**src/sv/twws_pkg.sv**
```systemverilog
// Shared types and constants for the timed window weighted statistics unit.
// Holds the result status codes, datapath ops, controller states and the
// command and status structs. No dependencies.
package twws_pkg;

  localparam int DEPTH_DEF  = 1024;
  localparam int SCORE_W    = 16;
  localparam int WEIGHT_W   = 16;
  localparam int STAMP_W    = 32;
  localparam int WWIN_W     = 26;
  localparam int CNT_W      = 6;
  localparam int MEAN_STEPS = 16;
  localparam int VAR_STEPS  = 32;
  localparam int SQRT_STEPS = 16;

  typedef enum logic [2:0] {
    STAT_OK     = 3'd0,
    STAT_NODATA = 3'd1,
    STAT_ZEROW  = 3'd2,
    STAT_ADDED  = 3'd3,
    STAT_FULL   = 3'd4
  } stat_t;

  typedef enum logic [4:0] {
    OP_NONE,
    OP_LOAD,
    OP_ADD_RD,
    OP_ADD_MUL1,
    OP_ADD_MUL2,
    OP_ADD_WR,
    OP_RD0,
    OP_T0,
    OP_RD_LAST,
    OP_S_CHKN,
    OP_RD_MID,
    OP_S_CMP,
    OP_S_FIN,
    OP_RD_IDX,
    OP_LATE,
    OP_EARLY,
    OP_MAG,
    OP_DIVM_LD,
    OP_DIV_STEP,
    OP_MEAN,
    OP_M1_LD,
    OP_M2_LD,
    OP_M3_LD,
    OP_MUL_STEP,
    OP_DIVV_LD,
    OP_SQ_LD,
    OP_SQ_STEP
  } dp_op_t;

  typedef enum logic [4:0] {
    S_IDLE,
    S_ADD_RD,
    S_ADD_M1,
    S_ADD_M2,
    S_ADD_WR,
    S_Q_RD0,
    S_Q_T0,
    S_S_RDN,
    S_S_CHKN,
    S_S_LOOP,
    S_S_CMP,
    S_RD_IDX,
    S_Q_LATE,
    S_Q_EARLY,
    S_Q_CHKW,
    S_DIVM_LD,
    S_DIVM_RUN,
    S_MEAN,
    S_M1_LD,
    S_M1_RUN,
    S_M2_LD,
    S_M2_RUN,
    S_M3_LD,
    S_M3_RUN,
    S_DIVV_LD,
    S_DIVV_RUN,
    S_SQ_LD,
    S_SQ_RUN,
    S_RES
  } ctrl_state_t;

  typedef struct packed {
    dp_op_t op;
    logic   res_en;
    stat_t  res_code;
  } dp_cmd_t;

  typedef struct packed {
    logic empty;
    logic full;
    logic t0_late;
    logic hit;
    logic more;
    logic start_early;
    logic w_nonpos;
    logic s2_neg;
    logic num_neg;
    logic last;
  } dp_stat_t;

endpackage

```
**src/sv/twws_ctrl.sv**
```systemverilog
// Sequencing state machine for the timed window weighted statistics unit.
// Issues one datapath op per cycle from datapath status; uses twws_pkg.
module twws_ctrl (
  input  logic               clk,
  input  logic               rst_n,
  input  logic               start,
  input  logic               in_cmd,
  input  twws_pkg::dp_stat_t stat,
  output twws_pkg::dp_cmd_t  cmd,
  output logic               busy
);
  import twws_pkg::*;

  ctrl_state_t state_r, state_nxt;
  logic        second_r, second_nxt;

  always_ff @(posedge clk) begin
    if (!rst_n) begin
      state_r  <= S_IDLE;
      second_r <= 1'b0;
    end else begin
      state_r  <= state_nxt;
      second_r <= second_nxt;
    end
  end

  assign busy = (state_r != S_IDLE);

  always_comb begin
    state_nxt    = state_r;
    second_nxt   = second_r;
    cmd.op       = OP_NONE;
    cmd.res_en   = 1'b0;
    cmd.res_code = STAT_OK;
    case (state_r)
      S_IDLE: begin
        if (start) begin
          cmd.op     = OP_LOAD;
          second_nxt = 1'b0;
          state_nxt  = in_cmd ? S_Q_RD0 : S_ADD_RD;
        end
      end
      S_ADD_RD: begin
        if (stat.full) begin
          cmd.res_en   = 1'b1;
          cmd.res_code = STAT_FULL;
          state_nxt    = S_IDLE;
        end else begin
          cmd.op    = OP_ADD_RD;
          state_nxt = S_ADD_M1;
        end
      end
      S_ADD_M1: begin
        cmd.op    = OP_ADD_MUL1;
        state_nxt = S_ADD_M2;
      end
      S_ADD_M2: begin
        cmd.op    = OP_ADD_MUL2;
        state_nxt = S_ADD_WR;
      end
      S_ADD_WR: begin
        cmd.op       = OP_ADD_WR;
        cmd.res_en   = 1'b1;
        cmd.res_code = STAT_ADDED;
        state_nxt    = S_IDLE;
      end
      S_Q_RD0: begin
        if (stat.empty) begin
          cmd.res_en   = 1'b1;
          cmd.res_code = STAT_NODATA;
          state_nxt    = S_IDLE;
        end else begin
          cmd.op    = OP_RD0;
          state_nxt = S_Q_T0;
        end
      end
      S_Q_T0: begin
        if (stat.t0_late) begin
          cmd.res_en   = 1'b1;
          cmd.res_code = STAT_NODATA;
          state_nxt    = S_IDLE;
        end else begin
          cmd.op    = OP_T0;
          state_nxt = S_S_RDN;
        end
      end
      S_S_RDN: begin
        cmd.op    = OP_RD_LAST;
        state_nxt = S_S_CHKN;
      end
      S_S_CHKN: begin
        cmd.op    = OP_S_CHKN;
        state_nxt = stat.hit ? S_RD_IDX : S_S_LOOP;
      end
      S_S_LOOP: begin
        if (stat.more) begin
          cmd.op    = OP_RD_MID;
          state_nxt = S_S_CMP;
        end else begin
          cmd.op    = OP_S_FIN;
          state_nxt = S_RD_IDX;
        end
      end
      S_S_CMP: begin
        cmd.op    = OP_S_CMP;
        state_nxt = S_S_LOOP;
      end
      S_RD_IDX: begin
        cmd.op    = OP_RD_IDX;
        state_nxt = second_r ? S_Q_EARLY : S_Q_LATE;
      end
      S_Q_LATE: begin
        cmd.op = OP_LATE;
        if (stat.start_early) begin
          state_nxt = S_Q_CHKW;
        end else begin
          second_nxt = 1'b1;
          state_nxt  = S_S_RDN;
        end
      end
      S_Q_EARLY: begin
        cmd.op    = OP_EARLY;
        state_nxt = S_Q_CHKW;
      end
      S_Q_CHKW: begin
        if (stat.w_nonpos) begin
          cmd.res_en   = 1'b1;
          cmd.res_code = STAT_ZEROW;
          state_nxt    = S_IDLE;
        end else begin
          cmd.op    = OP_MAG;
          state_nxt = S_DIVM_LD;
        end
      end
      S_DIVM_LD: begin
        cmd.op    = OP_DIVM_LD;
        state_nxt = S_DIVM_RUN;
      end
      S_DIVM_RUN: begin
        cmd.op = OP_DIV_STEP;
        if (stat.last) state_nxt = S_MEAN;
      end
      S_MEAN: begin
        cmd.op    = OP_MEAN;
        state_nxt = stat.s2_neg ? S_RES : S_M1_LD;
      end
      S_M1_LD: begin
        cmd.op    = OP_M1_LD;
        state_nxt = S_M1_RUN;
      end
      S_M1_RUN: begin
        cmd.op = OP_MUL_STEP;
        if (stat.last) state_nxt = S_M2_LD;
      end
      S_M2_LD: begin
        cmd.op    = OP_M2_LD;
        state_nxt = S_M2_RUN;
      end
      S_M2_RUN: begin
        cmd.op = OP_MUL_STEP;
        if (stat.last) state_nxt = S_M3_LD;
      end
      S_M3_LD: begin
        cmd.op    = OP_M3_LD;
        state_nxt = S_M3_RUN;
      end
      S_M3_RUN: begin
        cmd.op = OP_MUL_STEP;
        if (stat.last) state_nxt = S_DIVV_LD;
      end
      S_DIVV_LD: begin
        if (stat.num_neg) begin
          state_nxt = S_RES;
        end else begin
          cmd.op    = OP_DIVV_LD;
          state_nxt = S_DIVV_RUN;
        end
      end
      S_DIVV_RUN: begin
        cmd.op = OP_DIV_STEP;
        if (stat.last) state_nxt = S_SQ_LD;
      end
      S_SQ_LD: begin
        cmd.op    = OP_SQ_LD;
        state_nxt = S_SQ_RUN;
      end
      S_SQ_RUN: begin
        cmd.op = OP_SQ_STEP;
        if (stat.last) state_nxt = S_RES;
      end
      S_RES: begin
        cmd.res_en   = 1'b1;
        cmd.res_code = STAT_OK;
        state_nxt    = S_IDLE;
      end
      default: begin
        state_nxt = S_IDLE;
      end
    endcase
  end

endmodule

```
**config.mk**
```make
export PLATFORM = sky130hd
export DESIGN_NAME = twws_ctrl
export DESIGN_NICKNAME = d
export VERILOG_FILES = /design/src/sv/twws_pkg.sv /design/src/sv/twws_ctrl.sv
export SDC_FILE = /design/constraint.sdc
export NUM_CORES = 1
export LEC_CHECK = 0
export BUFFER_PORTS_ARGS = -buffer_cell sky130_fd_sc_hd__buf_2
export CAP_MARGIN = 5
export CELL_PAD_IN_SITES_DETAIL_PLACEMENT = 0
export CELL_PAD_IN_SITES_GLOBAL_PLACEMENT = 1
export CORE_MARGIN = 1
export CORE_UTILIZATION = 39
export DETAILED_ROUTE_END_ITERATION = 10
export PLACE_DENSITY = 0.95
export SLEW_MARGIN = 20
export SYNTH_ARGS = -nofsm -noshare
export SYNTH_HDL_FRONTEND = slang
export SYNTH_SLANG_ARGS = --single-unit
```
**constraint.sdc**
```tcl
create_clock -name clk -period 3.1 [get_ports clk]
set_input_delay 0.155 -clock clk [delete_from_list [all_inputs] [get_ports clk]]
set_output_delay 0.155 -clock clk [all_outputs]
set_load 0.01 [all_outputs]
```
After elaboration in Yosys (flattened, before gate mapping)
Cells that the tools add are included.

storage, ports and cells
  bits in registers = 6
  bits of input ports = 14
  output and inout port bits = 10
  logic and storage cells = 77

operators by class
  equality and inequality tests = 36
  muxes and demuxes = 32
  reductions and logical operators = 7

operators by type and width
  kind                                                 number
  one-hot mux 5 bit (27 select lines)                  1
  one-hot mux 5 bit (25 select lines)                  1
  equality test 5 bit, second input constant           13
  2-to-1 mux 5 bit                                     9
  equality test 5 x 4 -> 1 bit, second input constant  8
  2-to-1 mux 4 bit                                     7
  one-hot mux 4 bit (6 select lines)                   1
  equality test 5 x 3 -> 1 bit, second input constant  4
  != test 2 bit, second input constant                 8
  2-to-1 mux 3 bit                                     5
  equality test 5 x 2 -> 1 bit, second input constant  2
  AND reduction 7 bit                                  1
  equality test 5 x 1 -> 1 bit, second input constant  1
  zero test 5 bit                                      1
  2-to-1 mux 1 bit                                     5
  nonzero test 5 bit                                   1
  2-to-1 mux 2 bit                                     2
  AND reduction 3 bit                                  1
  OR reduction 3 bit                                   1
  one-hot mux 1 bit (2 select lines)                   1
  nonzero test 2 bit                                   1
  OR reduction 2 bit                                   1

Logic depth before layout (Yosys ltp)
  depth after elaboration = 3
  gate-level depth with buffers = 8
  depth with buffers taken out = 5

Worst setup path before layout
No wires, ideal clock.

  path kind = reg2reg
  from = register state_r[2]
  to = register state_r[3]
  setup time = 0.115 ns
  arrival time = 1.528 ns
  path slack = 1.458 ns
  cell stages (with the launch flop) = 7
  path buffers = 1
  clock period less this slack = 1.642 ns
  path through = dfxtp_1 buf_6 or3_4 a2111oi_4 or3_1 a21oi_1 o21a_1

between the ends
  longest elaborated chain between the ends = 3
  elaborated cells on any way between the ends = 36

RTL lines
  item                                                           line             text
  start, declared                                                twws_ctrl.sv:14  ctrl_state_t state_r, state_nxt;
  start signal, assigned                                         twws_ctrl.sv:22  state_r <= state_nxt;
  equality test 5 bit / zero test 5 bit (equally long branches)  twws_ctrl.sv:35  case (state_r)
  != test 2 bit (no source line)                                 -
  AND reduction 7 bit (no source line)                           -

Several ways; a longest one is shown, not always the timed one.
A chain may end at the register's enable or synchronous reset.

==> metrics.txt <==
fin area=0.00113 mm2; Worst Path Required=2.94 ns; async set-reset flop share out of synthesis=0%; synth unique cells=45; Final Hold Fails=0; register area share after synthesis=11.8%; DP Area=0.00111 mm2; syn_area_per_cell=6.42 um2; post-CTS setup buffers=0; Buf/Inv on CP=1; number of global-route vias before repair=1078; first-pass GRT wire length=4.99 mm; Die Y=53.0 um; hold_buf cts=0; DR vias=1307; Lkg Pwr=0.427 nW; GRT overflow=0; hold slack final=0.208 ns; Critical-path top delay cell=dfxtp_1; status=completed; synthesized flop and latch total=6; IO Count=24; RSZ-0062 raised after global routing=false; Post-DP HPWL=2.25 mm; synth-to-layout area growth=11.7%; syn nets=172; CTS tree=built; Main synth FF type=dfxtp_1; Synth Cell Area=0.00101 mm2; Max Fclk=411 MHz; gpl congestion=0.922; EDFF count, synth=0; Critical Path Most Common Cell=a21oi_1; Worst path max stage delay=0.92 ns; DRC=0; IO buf count=23; layout cells sized above 1=18.0%; Slew Limit Fails=0; clock skew=0.00843 ns; die span in x=53.0 um; largest net degree at the start of global routing=38; Max-slew headroom=38.9%; setup TNS=0 ns; final setup margin=0.670 ns; CTS Buffer Depth=2; final setup fails=0; number of diodes=0; Starting Density=41.0%; Worst Setup Start Kind=flop; Post-CTS Resized=0; count of maximum capacitance violations=0; Cell Chain, Critical Path=nand2b_1, or4_1, a21oi_1, a21oi_1, nand2_1, buf_2; Final period util=78.4%; Placeable Area=0.00248 mm2; TritonRoute pass-1 iters=6; Arr. time, crit path=2.28 ns; Pwr Total=0.971 mW; Routed Antenna Nets=0; Synth top area share=11.8%; Slew @ Worst Pin=0.915 ns; GRT Total Usage=23.7%; final core utilization=45.8%; Place WS=0.947 ns; Cells after DPL=199; dominant cell type by area after synthesis=dfxtp_1; drt wl/cell=15.3 um; Tightest Hold Check Type=primary input to flop; Finished Layout Cells=202; CP Max Fanout=27; Core Rows=18; Setup crit end kind=output port; DR vias/cell=6.47; Syn Inst Count=158; minimum clock period=2.43 ns; H-Tree Level Count=1; kind of critical path=flop to output port; die area=0.00281 mm2; CTS Root Buffer Type=clkbuf_4; final wirelength=3.08 mm; initial antenna violation count=0; initial DRC count=68; clk slew on worst S/H paths=0.05 ns; Post-layout nets=188; Max VDD drop=443 uV; dominant cells by area after synthesis=dfxtp_1 (12%), o21ai_0 (7.4%), a21oi_1 (6.9%); clock sinks=6; warnings from Yosys=0; CTS buffer count=3; kind of cell adding the most delay to the critical path=flip-flops; Skew-Pair Late Insertion Delay=0.25 ns; PD cells=857 mW/mm2
## state kept, by name (all words and copies together) (netlist names)
name	flops
second_r	1
state_r	5
## cell families after synthesis
logic type,synth area share (%)
AND/OR/NAND/NOR,34.9
flip-flops,11.8
AO/OA/AOI/OAI,42.4
XOR/XNOR,0.863
buffers and inverters,9.99
## area by class of cell
type / instances / area, um2
multi-input cells: 131 / 793
inverters: 6 / 22.5
flip-flops and latches: 6 / 120
well taps: 30 / 37.5
repair buffers: 26 / 138
fillers: 282 / 1340
clock buffers: 3 / 22.5
## cell usage after synthesis (all sizes together), types with 2 or more instances
cell type,n
a2111oi,2
a211oi,2
a21boi,2
a21oi,14
a221oi,2
a31oi,3
a32o,2
a41oi,2
buf,13
clkbuf,2
dfxtp,6
inv,5
nand2,15
nand2b,7
nand3,3
nor2,11
nor2b,4
nor3,8
nor3b,4
nor4,6
o21a,3
o21ai,16
o22ai,5
o31ai,2
or3,4
or4,2
## cells in the final DEF (no fill, tap or decap), drive strengths merged
cell | Yosys | routed
a2111oi | 2 | 2
a211o | 1 | 1
a211oi | 2 | 2
a21boi | 2 | 2
a21oi | 14 | 14
a221oi | 2 | 2
a311oi | 1 | 1
a31oi | 3 | 3
a32o | 2 | 2
a41oi | 2 | 2
and2 | 1 | 1
buf | 13 | 26
clkbuf | 2 | 3
clkinv | 1 | 1
dfxtp | 6 | 6
inv | 5 | 5
nand2 | 15 | 15
nand2b | 7 | 7
nand3 | 3 | 3
nand3b | 1 | 1
nand4 | 1 | 1
nor2 | 11 | 11
nor2b | 4 | 4
nor3 | 8 | 8
nor3b | 4 | 4
nor4 | 6 | 6
o211a | 1 | 1
o211ai | 1 | 1
o21a | 3 | 3
o21ai | 16 | 16
o22a | 1 | 1
o22ai | 5 | 5
o31a | 1 | 1
o31ai | 2 | 2
o32a | 1 | 1
o41ai | 1 | 1
or3 | 4 | 4
or4 | 2 | 2
xor2 | 1 | 1
## metal layers
layer | track usage [%] | wire length (um) | vias to the layer above
met1 | 33.9 | 1280 | 575
met4 | 4.82 | 57 | 0
met2 | 36.5 | 1370 | 93
met3 | 4.31 | 380 | 9
met5 | 0 | 0 | -
li1 | - | - | 630
## path summary, 6_finish.rpt
check	startpoint	endpoint	slack, ns	depth (start not counted)
worst min-delay path	rst_n	state_r[0]	0.21	3
worst min register to register	second_r	second_r	0.53	2
worst max register to register	state_r[3]	state_r[3]	0.88	5
worst max-delay path	state_r[3]	cmd[8]	0.67	6
## worst min-delay path, delay by kind of cell
kind            cells  cell delay [ns]
buf+inv             1             0.14
simple gates        1             0.04
compound gates      1             0.08
## report_power, final
| group | total (mW) | switching (mW) | internal (mW) | leakage (nW) |
|---|---|---|---|---|
| registers | 0.147 | 0.0490 | 0.0975 | 0.0489 |
| logic | 0.753 | 0.456 | 0.297 | 0.365 |
| clock network | 0.0718 | 0.0280 | 0.0438 | 0.0138 |
(Power assumes the default switching activity.)
